`src/sv/sbdp_pkg.sv`:
```
// ----------------------------------------------------------------------------
// Serial bus device package
// Phase, request, register, status and address codes and timing constants.
// ----------------------------------------------------------------------------
package sbdp_pkg;
    localparam int CHANNELS_DEF = 16;

    localparam logic [4:0] PH_PRE0  = 5'd0;
    localparam logic [4:0] PH_PRE1  = 5'd1;
    localparam logic [4:0] PH_PRE2  = 5'd2;
    localparam logic [4:0] PH_READY = 5'd3;
    localparam logic [4:0] PH_EOI   = 5'd4;
    localparam logic [4:0] PH_EOIW  = 5'd5;
    localparam logic [4:0] PH_BIT0  = 5'd6;
    localparam logic [4:0] PH_BIT7W = 5'd21;
    localparam logic [4:0] PH_DONE0 = 5'd22;
    localparam logic [4:0] PH_DONE1 = 5'd23;
    localparam logic [4:0] PH_FERR0 = 5'd24;
    localparam logic [4:0] PH_FERR1 = 5'd25;

    localparam logic [2:0] REQ_NONE     = 3'd0;
    localparam logic [2:0] REQ_LISTALK  = 3'd1;
    localparam logic [2:0] REQ_CLOSE    = 3'd2;
    localparam logic [2:0] REQ_OPEN     = 3'd3;
    localparam logic [2:0] REQ_UNLISTEN = 3'd4;
    localparam logic [2:0] REQ_UNTALK   = 3'd5;
    localparam logic [2:0] REQ_WRITE    = 3'd6;
    localparam logic [2:0] REQ_READ     = 3'd7;

    localparam logic [0:0] REG_DEVNUM = 1'd0;
    localparam logic [0:0] REG_ENABLE = 1'd1;

    localparam logic [7:0] ST_OK  = 8'h00;
    localparam logic [7:0] ST_EOF = 8'h40;
    localparam logic [7:0] ADDR_UNLISTEN = 8'h3f;
    localparam logic [7:0] ADDR_UNTALK   = 8'h5f;
    localparam logic [3:0] SEC_DATA  = 4'h6;
    localparam logic [3:0] SEC_CLOSE = 4'he;
    localparam logic [3:0] SEC_OPEN  = 4'hf;

    localparam logic [31:0] T_PRE    = 32'd100;
    localparam logic [31:0] T_READY  = 32'd200;
    localparam logic [31:0] T_EOI    = 32'd80;
    localparam logic [31:0] T_TALKW  = 32'd130;
    localparam logic [31:0] T_BIT    = 32'd90;
    localparam logic [31:0] T_ACK    = 32'd1000;
    localparam logic [31:0] T_FERR   = 32'd100;
    localparam logic [31:0] T_PRELOAD = 32'd60;
endpackage

```
`src/sv/serial_bus_device_protocol.sv`:
```
// ----------------------------------------------------------------------------
// Serial bus device protocol engine
// One device on an ATN/CLK/DATA serial bus, one sample a cycle unless stalled.
// ----------------------------------------------------------------------------
// Usage: each input request carries one bus sample (time stamp in
// microseconds, ATN, CLK and DATA levels) together with the host's status
// and byte answer for whatever host request that sample raises. Each input
// request yields exactly one output request with the line releases, the host
// request code, its secondary address and data byte, and the mode flags.
// The sample is processed in the cycle it is accepted and the result sits in
// the output register at the next edge. The block takes one request per
// cycle unless stalled; the protocol state update is a single pass of short
// logic feeding the state registers. When the receiver stalls, one result is
// held in the output register and the input side stays open only if that
// register is being emptied in the same cycle. Reset clears the state, the
// status table, and sets device number 8 with the device disabled. The
// configuration port is APB-style; register 0 is the device number and
// register 1 the enable bit.
module serial_bus_device_protocol #(
    parameter int CHANNELS = sbdp_pkg::CHANNELS_DEF
) (
    input  logic        i_clk,
    input  logic        i_rst_n,
    input  logic        psel,
    input  logic        penable,
    input  logic        pwrite,
    input  logic [2:0]  paddr,
    input  logic [31:0] pwdata,
    output logic [31:0] prdata,
    output logic        pready,
    input  logic        i_valid,
    output logic        o_ready,
    input  logic [31:0] i_time_now,
    input  logic        i_atn_line,
    input  logic        i_clk_line,
    input  logic        i_data_line,
    input  logic [7:0]  i_host_status,
    input  logic [7:0]  i_host_byte,
    output logic        o_valid,
    input  logic        i_ready,
    output logic        o_clk_release,
    output logic        o_data_release,
    output logic [2:0]  o_host_request,
    output logic [7:0]  o_request_secondary,
    output logic [7:0]  o_request_data,
    output logic        o_is_listening,
    output logic        o_is_talking
);
    localparam int CW = $clog2(CHANNELS);

    logic [3:0]  r_devnum;
    logic        r_enabled;
    logic [4:0]  r_phase, n_phase;
    logic        r_talk, n_talk, r_listen, n_listen, r_atn, n_atn;
    logic [7:0]  r_shift, n_shift, r_prim, n_prim, r_sec, n_sec, r_prev, n_prev;
    logic [7:0]  r_status [CHANNELS];
    logic [31:0] r_tstamp, n_tstamp;
    logic        r_relclk, n_relclk, r_reldat, n_reldat;

    logic        st_we;
    logic [CW-1:0] st_idx;
    logic [7:0]  st_val;

    logic [2:0]  n_req;
    logic [7:0]  n_rsec, n_rdata;
    logic        r_ov;

    logic        wr_en;
    logic        accept;

    assign pready = 1'b1;
    assign wr_en  = psel && penable && pwrite;
    assign o_ready = !r_ov || i_ready;
    assign accept  = i_valid && o_ready;
    assign o_valid = r_ov;

    always_comb begin
        prdata = '0;
        case (paddr[2])
            sbdp_pkg::REG_DEVNUM: prdata = {28'd0, r_devnum};
            sbdp_pkg::REG_ENABLE: prdata = {31'd0, r_enabled};
            default: prdata = '0;
        endcase
    end

    function automatic logic waited(input logic [31:0] now, input logic [31:0] ts,
                                    input logic [31:0] us);
        logic [31:0] d;
        d = now - ts;
        return d >= us;
    endfunction

    // Protocol step for one sample.
    always_comb begin
        logic [7:0]  pa_l, pa_t, sec;
        logic [CW-1:0] c;
        logic [7:0]  cst;
        logic        addressed, rdy;
        logic [2:0]  bi;
        n_phase = r_phase; n_talk = r_talk; n_listen = r_listen; n_atn = r_atn;
        n_shift = r_shift; n_prim = r_prim; n_sec = r_sec; n_prev = r_prev;
        n_tstamp = r_tstamp; n_relclk = r_relclk; n_reldat = r_reldat;
        n_req = sbdp_pkg::REQ_NONE; n_rsec = '0; n_rdata = '0;
        st_we = 1'b0; st_idx = '0; st_val = '0;
        pa_l = 8'h20 + {4'd0, r_devnum};
        pa_t = 8'h40 + {4'd0, r_devnum};
        sec = r_sec; c = '0; cst = '0; addressed = 1'b0; rdy = 1'b0;
        bi = '0;

        if (!r_atn && !i_atn_line) begin
            n_phase = sbdp_pkg::PH_PRE0; n_atn = 1'b1; n_prim = '0;
            n_prev = r_sec; n_sec = '0; n_tstamp = i_time_now;
            n_relclk = 1'b1; n_reldat = 1'b0;
        end else if (r_atn && i_atn_line) begin
            n_atn = 1'b0;
            addressed = (r_prim == pa_l) || (r_prim == pa_t);
            if (addressed) begin
                c = sec[CW-1:0];
                cst = r_status[c];
                if (sec[7:4] == sbdp_pkg::SEC_DATA) begin
                    n_req = sbdp_pkg::REQ_LISTALK; n_rsec = sec;
                end else if (sec[7:4] == sbdp_pkg::SEC_CLOSE) begin
                    n_req = sbdp_pkg::REQ_CLOSE; n_rsec = sec;
                    st_we = 1'b1; st_idx = c; st_val = i_host_status; cst = i_host_status;
                end else if (sec[7:4] == sbdp_pkg::SEC_OPEN) begin
                    n_req = sbdp_pkg::REQ_OPEN; n_rsec = sec;
                    st_we = 1'b1; st_idx = c; st_val = i_host_status; cst = i_host_status;
                end
                if (r_prim == pa_l) begin
                    n_talk = 1'b0;
                    if (cst == sbdp_pkg::ST_OK) begin
                        n_listen = 1'b1; n_phase = sbdp_pkg::PH_PRE1;
                    end
                    n_relclk = 1'b1; n_reldat = 1'b0;
                end else begin
                    n_listen = 1'b0; n_talk = 1'b1; n_phase = sbdp_pkg::PH_PRE0;
                end
            end else if (r_prim == sbdp_pkg::ADDR_UNLISTEN && r_listen) begin
                n_listen = 1'b0;
                n_req = sbdp_pkg::REQ_UNLISTEN; n_rsec = r_prev;
                st_we = 1'b1; st_idx = r_prev[CW-1:0]; st_val = i_host_status;
            end else if (r_prim == sbdp_pkg::ADDR_UNTALK && r_talk) begin
                n_req = sbdp_pkg::REQ_UNTALK; n_rsec = r_prev; n_talk = 1'b0;
            end
            if (!n_listen && !n_talk) begin
                n_relclk = 1'b1; n_reldat = 1'b1;
            end
        end

        bi = 3'((n_phase - sbdp_pkg::PH_BIT0) >> 1);
        if (n_atn || n_listen) begin
            case (n_phase)
                sbdp_pkg::PH_PRE0: begin
                    if (waited(i_time_now, n_tstamp, sbdp_pkg::T_PRE))
                        n_phase = sbdp_pkg::PH_PRE1;
                end
                sbdp_pkg::PH_PRE1: begin
                    if (!i_clk_line) n_phase = sbdp_pkg::PH_PRE2;
                end
                sbdp_pkg::PH_PRE2: begin
                    if (i_clk_line) begin
                        n_relclk = 1'b1; n_reldat = 1'b1;
                        n_tstamp = i_time_now; n_phase = sbdp_pkg::PH_READY;
                    end
                end
                sbdp_pkg::PH_READY: begin
                    if (!i_clk_line) begin
                        n_phase = sbdp_pkg::PH_BIT0;
                    end else if (!n_atn &&
                                 waited(i_time_now, n_tstamp, sbdp_pkg::T_READY)) begin
                        n_relclk = 1'b1; n_reldat = 1'b0;
                        n_phase = sbdp_pkg::PH_EOI; n_tstamp = i_time_now;
                    end
                end
                sbdp_pkg::PH_EOI: begin
                    if (waited(i_time_now, n_tstamp, sbdp_pkg::T_EOI)) begin
                        n_relclk = 1'b1; n_reldat = 1'b1; n_phase = sbdp_pkg::PH_EOIW;
                    end
                end
                sbdp_pkg::PH_EOIW: begin
                    if (!i_clk_line) n_phase = sbdp_pkg::PH_BIT0;
                end
                sbdp_pkg::PH_BIT7W: begin
                    if (!i_clk_line) begin
                        if (n_atn) begin
                            if (n_prim == 8'd0) n_prim = n_shift;
                            else if (n_sec == 8'd0) n_sec = n_shift;
                            if (!n_prim[4] && n_prim[3:0] != r_devnum) begin
                                n_phase = sbdp_pkg::PH_DONE0;
                            end else begin
                                n_relclk = 1'b1; n_reldat = 1'b0;
                                n_phase = sbdp_pkg::PH_PRE2;
                            end
                        end else if (n_req == sbdp_pkg::REQ_NONE) begin
                            n_req = sbdp_pkg::REQ_WRITE; n_rsec = n_sec; n_rdata = n_shift;
                            st_we = 1'b1; st_idx = n_sec[CW-1:0]; st_val = i_host_status;
                            if (i_host_status != sbdp_pkg::ST_OK) begin
                                n_phase = sbdp_pkg::PH_DONE0;
                            end else begin
                                n_relclk = 1'b1; n_reldat = 1'b0;
                                n_phase = sbdp_pkg::PH_PRE2;
                            end
                        end
                    end
                end
                default: begin
                    if (n_phase >= sbdp_pkg::PH_BIT0 && n_phase < sbdp_pkg::PH_BIT7W) begin
                        if (!n_phase[0]) begin
                            if (i_clk_line) begin
                                n_shift[bi] = i_data_line;
                                n_phase = n_phase + 5'd1;
                            end
                        end else if (!i_clk_line) begin
                            n_phase = n_phase + 5'd1;
                        end
                    end
                end
            endcase
        end else if (n_talk) begin
            case (n_phase)
                sbdp_pkg::PH_PRE0: begin
                    if (i_clk_line) begin
                        n_relclk = 1'b0; n_reldat = 1'b1;
                        n_phase = sbdp_pkg::PH_PRE1; n_tstamp = i_time_now;
                    end
                end
                sbdp_pkg::PH_PRE1: begin
                    if (waited(i_time_now, n_tstamp, sbdp_pkg::T_TALKW)) begin
                        n_relclk = 1'b1; n_reldat = 1'b1; n_phase = sbdp_pkg::PH_READY;
                    end else begin
                        rdy = 1'b1;
                    end
                end
                sbdp_pkg::PH_READY: rdy = 1'b1;
                sbdp_pkg::PH_EOI: begin
                    if (!i_data_line) n_phase = sbdp_pkg::PH_EOIW;
                end
                sbdp_pkg::PH_EOIW: begin
                    if (i_data_line) begin
                        n_phase = sbdp_pkg::PH_BIT0;
                        n_tstamp = i_time_now - sbdp_pkg::T_PRELOAD;
                    end
                end
                sbdp_pkg::PH_DONE0: begin
                    if (waited(i_time_now, n_tstamp, sbdp_pkg::T_BIT)) begin
                        n_relclk = 1'b0; n_reldat = 1'b1;
                        n_tstamp = i_time_now; n_phase = sbdp_pkg::PH_DONE1;
                    end
                end
                sbdp_pkg::PH_DONE1: begin
                    if (!i_data_line) begin
                        c = n_sec[CW-1:0];
                        if (r_status[c] == sbdp_pkg::ST_EOF) begin
                            n_talk = 1'b0;
                            st_we = 1'b1; st_idx = c; st_val = sbdp_pkg::ST_OK;
                            n_relclk = 1'b1; n_reldat = 1'b1;
                        end else begin
                            n_tstamp = i_time_now; n_phase = sbdp_pkg::PH_PRE1;
                        end
                    end else if (waited(i_time_now, n_tstamp, sbdp_pkg::T_ACK)) begin
                        n_relclk = 1'b1; n_reldat = 1'b1;
                        n_tstamp = i_time_now; n_phase = sbdp_pkg::PH_FERR0;
                    end
                end
                sbdp_pkg::PH_FERR0: begin
                    if (waited(i_time_now, n_tstamp, sbdp_pkg::T_FERR)) begin
                        n_relclk = 1'b0; n_reldat = 1'b1; n_phase = sbdp_pkg::PH_FERR1;
                    end
                end
                sbdp_pkg::PH_FERR1: begin
                    if (!i_data_line) begin
                        n_tstamp = i_time_now; n_phase = sbdp_pkg::PH_PRE1;
                    end
                end
                default: begin
                    if (n_phase >= sbdp_pkg::PH_BIT0 && n_phase <= sbdp_pkg::PH_BIT7W) begin
                        if (waited(i_time_now, n_tstamp, sbdp_pkg::T_BIT)) begin
                            if (!n_phase[0]) begin
                                n_relclk = 1'b0; n_reldat = n_shift[bi];
                            end else begin
                                n_relclk = 1'b1; n_reldat = i_data_line;
                            end
                            n_tstamp = i_time_now;
                            n_phase = n_phase + 5'd1;
                        end
                    end
                end
            endcase
            if (rdy && i_data_line && n_req == sbdp_pkg::REQ_NONE) begin
                n_req = sbdp_pkg::REQ_READ; n_rsec = n_sec;
                n_shift = i_host_byte;
                st_we = 1'b1; st_idx = n_sec[CW-1:0]; st_val = i_host_status;
                if (i_host_status == sbdp_pkg::ST_OK) begin
                    n_phase = sbdp_pkg::PH_BIT0;
                    n_tstamp = i_time_now - sbdp_pkg::T_PRELOAD;
                end else if (i_host_status == sbdp_pkg::ST_EOF) begin
                    n_phase = sbdp_pkg::PH_EOI; n_tstamp = i_time_now;
                end else begin
                    n_talk = 1'b0;
                end
            end
        end
    end

    always_ff @(posedge i_clk) begin
        if (!i_rst_n) begin
            r_devnum <= 4'd8; r_enabled <= 1'b0;
            r_phase <= sbdp_pkg::PH_PRE0;
            r_talk <= 1'b0; r_listen <= 1'b0; r_atn <= 1'b0;
            r_shift <= '0; r_prim <= '0; r_sec <= '0; r_prev <= '0;
            r_tstamp <= '0; r_relclk <= 1'b1; r_reldat <= 1'b1;
            r_ov <= 1'b0;
            for (int k = 0; k < CHANNELS; k++) r_status[k] <= '0;
        end else begin
            if (wr_en && paddr[2] == sbdp_pkg::REG_DEVNUM) r_devnum <= pwdata[3:0];
            if (wr_en && paddr[2] == sbdp_pkg::REG_ENABLE) begin
                if (pwdata[0] && !r_enabled) begin
                    r_talk <= 1'b0; r_listen <= 1'b0; r_atn <= 1'b0;
                    for (int k = 0; k < CHANNELS; k++) r_status[k] <= '0;
                end else if (!pwdata[0] && r_enabled) begin
                    r_relclk <= 1'b1; r_reldat <= 1'b1;
                end
                r_enabled <= pwdata[0];
            end
            if (accept) r_ov <= 1'b1;
            else if (i_ready) r_ov <= 1'b0;
            if (accept && r_enabled) begin
                r_phase <= n_phase; r_talk <= n_talk; r_listen <= n_listen;
                r_atn <= n_atn; r_shift <= n_shift; r_prim <= n_prim;
                r_sec <= n_sec; r_prev <= n_prev; r_tstamp <= n_tstamp;
                r_relclk <= n_relclk; r_reldat <= n_reldat;
                if (st_we) r_status[st_idx] <= st_val;
            end
        end
    end

    always_ff @(posedge i_clk) begin
        if (accept) begin
            if (r_enabled) begin
                o_clk_release <= n_relclk; o_data_release <= n_reldat;
                o_host_request <= n_req; o_request_secondary <= n_rsec;
                o_request_data <= n_rdata; o_is_listening <= n_listen;
                o_is_talking <= n_talk;
            end else begin
                o_clk_release <= 1'b1; o_data_release <= 1'b1;
                o_host_request <= sbdp_pkg::REQ_NONE; o_request_secondary <= '0;
                o_request_data <= '0; o_is_listening <= 1'b0; o_is_talking <= 1'b0;
            end
        end
    end
endmodule

```
`config.mk`:
```
export PLATFORM = sky130hd
export DESIGN_NAME = serial_bus_device_protocol
export DESIGN_NICKNAME = d
export VERILOG_FILES = /design/src/sv/sbdp_pkg.sv /design/src/sv/serial_bus_device_protocol.sv
export SDC_FILE = /design/constraint.sdc
export NUM_CORES = 1
export LEC_CHECK = 0
export BUFFER_PORTS_ARGS = -buffer_cell sky130_fd_sc_hd__buf_2
export CAP_MARGIN = 25
export CORE_UTILIZATION = 27
export DETAILED_ROUTE_END_ITERATION = 16
export SETUP_SLACK_MARGIN = 0.05
export SLEW_MARGIN = 20
export SYNTH_ARGS = -nofsm -noshare
export SYNTH_HDL_FRONTEND = slang
export SYNTH_SLANG_ARGS = --single-unit
```
`constraint.sdc`:
```
create_clock -name i_clk -period 25.1 [get_ports i_clk]
set_input_delay 5.02 -clock i_clk [delete_from_list [all_inputs] [get_ports i_clk]]
set_output_delay 5.02 -clock i_clk [all_outputs]
set_load 0.005 [all_outputs]
```
==> metrics.cfg <==
[setup_path]
start_kind=input pin
path_cells=buf_2 -> or2_2 -> buf_4 -> buf_4 -> nand2_1 -> o21ai_0 -> ha_1 -> inv_1 -> ha_1 -> o21ba_1 -> o211a_1 -> o21ai_1 -> xnor2_1 -> nand3_1 -> a211oi_1 -> nor4b_1 -> nand4_4 -> o31a_1 -> nor2_1 -> a2bb2oi_1 -> nand2_1 -> nor2_1
crit_type=in2reg
cp.required_ns=25.52
cp.arrival_ns=13.35
cp-end-kind=flip-flop
cp_slowest_cell=a2bb2oi_1
slowest_delay_ns=0.85
crit_fanout=46

[clock_tree]
cts_setup_buffers=0
clock-sinks=235
hold_buffers=0
cts_max_path_buffers=3
cts_buffers=28
clk_latency_ns=0.60
clockRootBuffer=clkbuf_16
cts_max_level=1
post_cts_resized=0
cts_tree=built
clk_pin_slew_worst_paths_ns=0.06

[synth]
yosysTopAreaCellShare_pct=22.80
ys.flop_type=edfxtp_1
synth_top_family_by_area=compound AO/OA/AOI/OAI gates
async_flop_share_pct=0
syn_avg_cell_area_sq_um=7.736
seq_area_frac_synth_pct=31.25
synth_fa_ha_area_share_pct=1.931
synth-seq-cells=235
yosys.area_share.simple_pct=25.62
synthMuxAreaShare_pct=1.975
ys_warn_count=0
synthXorXnorAreaFrac_pct=3.120
mappedNetlistArea_sq_um=19890
synth_area_leaders=edfxtp_1, dfxtp_1, nor2_1, nand2_1, a21oi_1
synth_compound_area_share_pct=29.82
netlist_instances=2571
synth_edf_count=151
synthDistinctLibCells=108
yosysTopAreaCell=edfxtp_1

[floorplan]
core_region_area_sq_um=72960
ios=151
die_x_um=273.4
rows=99
die_area_sq_um=74760
die_h_um=273.4
initial_utilization_pct=27.26

[hold_path]
hp-class=reg2reg

[place]
pre_cts_slack_ns=11.81
gp_congestion=0.9945
dp_hpwl_um=57010
io_buffers=91

[status]
outcome=complete, no violations

[layout]
layout_common_cells=nor2_1, nand2_1, a21oi_1
final_common_cell=nor2_1
antenna_cells=0
nets=2667
area_growth_syn_to_layout_pct=10.50
layout-drive-gt1-share_pct=10.17

[sta]
fmax_ghz=0.07735
fin_ws_ns=12.17
setup_viol=0
finalSetupTns_ns=0
max_slew_margin_pct=24.82
fin_crit_ns=12.93
hold_violations=0
skew_ns=0.02897
grt_setup_unrepaired=false
finalCritPeriodShare_pct=51.51
finalMaxSlewViolations=0
worstMarginPinSlew_ns=1.118

[detailed_routing]
drtAntennaViolNets=0
dr.pass1.iters=7
wl_um=82850
wl_per_cell_um=23.50
via_per_inst=6.119
route.vias.total=21570
drt_iter0_drc=3261
drc=0

[power]
switching_power_mw=0.3122
clockPowerShare_pct=41.1
finalPower_mw=1.030
comb_power_share_pct=17.0
intPower_mw=0.7179
leakagePower_nw=7.377
power_density_nw_per_um2=46.87
sw_frac_of_total_pct=30.31
p_seq_share_pct=41.9
irDropWorstVdd_uv=53.35

[grt]
antenna_found_initial=6
grt_max_degree=50
overflow=0
grt_pass1_vias=19680
grt_pass1_wl_um=123000
track_usage_pct=21.20

[job]
maxCapViolations=0

-- power groups by stage --
| stage | sequential (mW) | combinational (mW) | clock [mW] |
|---|---|---|---|
| after floorplan | 0.438 | 0.120 | 0 |
| final | 0.431 | 0.175 | 0.423 |
| after detailed placement | 0.440 | 0.169 | 0 |
| after CTS | 0.431 | 0.170 | 0.426 |
| after global routing | 0.433 | 0.188 | 0.440 |
| after global placement | 0.439 | 0.168 | 0 |
-- logic make-up (layout without fill, tap and decap cells) --
logic type,count (synthesis),after routing
flip-flops,235,235
multiplexers,37,37
AND/OR/NAND/NOR,1047,1047
adder cells (fa/ha/maj),31,31
other,2,29
AO/OA/AOI/OAI,864,864
buffers and inverters,285,253
XOR/XNOR,70,70
-- Yosys cell counts, types with 15 or more instances --
cell      number
or3_1         21
mux2i_1       28
dfxtp_1       84
o211ai_1      33
xnor2_1       39
a211oi_1      34
nor4_1        33
nand4_1       46
and3_1        21
a21o_1        26
nand3_1       70
a22oi_1       40
nor2_1       329
edfxtp_1     151
buf_1         16
o22ai_1       24
o21ai_0      179
clkbuf_1     158
nand2b_1      27
xor2_1        30
nand2_1      289
a21oi_1      190
ha_1          29
o21a_1        15
a221o_1       18
a31oi_1       42
nor3_1        79
a221oi_1      20
buf_4         32
o31ai_1       32
inv_1         61
nor2b_1       24
and2_1        38
-- per-stage QoR --
step	hold WS, ns	area (sq um)	utilization, %	std cells
after floorplan	0.4360	19990	-	2598
after detailed placement	0.4508	21040	28.84	3473
after global placement	0.4456	21040	28.84	3472
after global routing	0.4836	21980	30.13	3525
after CTS	0.4592	21970	30.12	3524
final	0.4582	21980	30.13	3525
-- path summary, 6_finish.rpt --
| path | start | endpoint | slack, ns | cells after the start |
|---|---|---|---|---|
| hold reg to reg | r_prev[7] | r_prev[7] | 0.46 | 2 |
| setup / recovery | i_atn_line | r_status[5][4] | 12.17 | 22 |
| hold / removal | r_prev[7] | r_prev[7] | 0.46 | 2 |
| setup reg to reg | r_atn | r_status[5][4] | 16.41 | 21 |
-- per-layer routing --
metal  vias up  share of wire [%]  routed length [um]  global-route usage [%]
met5         -              0.054                  45                       0
met4         6                5.0                4142                   8.997
met3       309                 10                8477                   3.693
met2      1376                 45               37020                   34.02
met1     10300                 40               33170                   27.86
li1       9576                  -                   -                       -
-- final cells by class --
type / instances / area, sq um
sequential: 235 / 6216
inverter: 63 / 236.5
multi-input combinational: 2078 / 12590
clock inverter: 20 / 209.0
tap: 959 / 1200
fill: 7793 / 50980
clock buffer: 31 / 721.9
timing repair buffer: 139 / 810.8
-- state kept, by name (all words and copies together), names as in the netlist, named ones only --
signal / flops
o_is_talking: 1
r_enabled: 1
r_listen: 1
r_prim: 8
r_phase: 5
r_relclk: 1
r_tstamp: 32
o_is_listening: 1
o_valid: 1
o_host_request: 3
r_prev: 8
o_request_secondary: 8
r_status: 128
r_devnum: 4
o_clk_release: 1
o_request_data: 8
r_atn: 1
r_talk: 1
r_shift: 8
r_sec: 8
r_reldat: 1
o_data_release: 1
-- worst max-delay path: cells and delay by family --
| family | cells | cell delay, ns |
|---|---|---|
| compound gates | 7 | 2.88 |
| xor+xnor | 1 | 0.39 |
| fa+ha+maj | 2 | 0.54 |
| buf+inv | 4 | 1.41 |
| simple gates | 8 | 3.02 |
No activity file was read; power rests on OpenSTA's default activity.
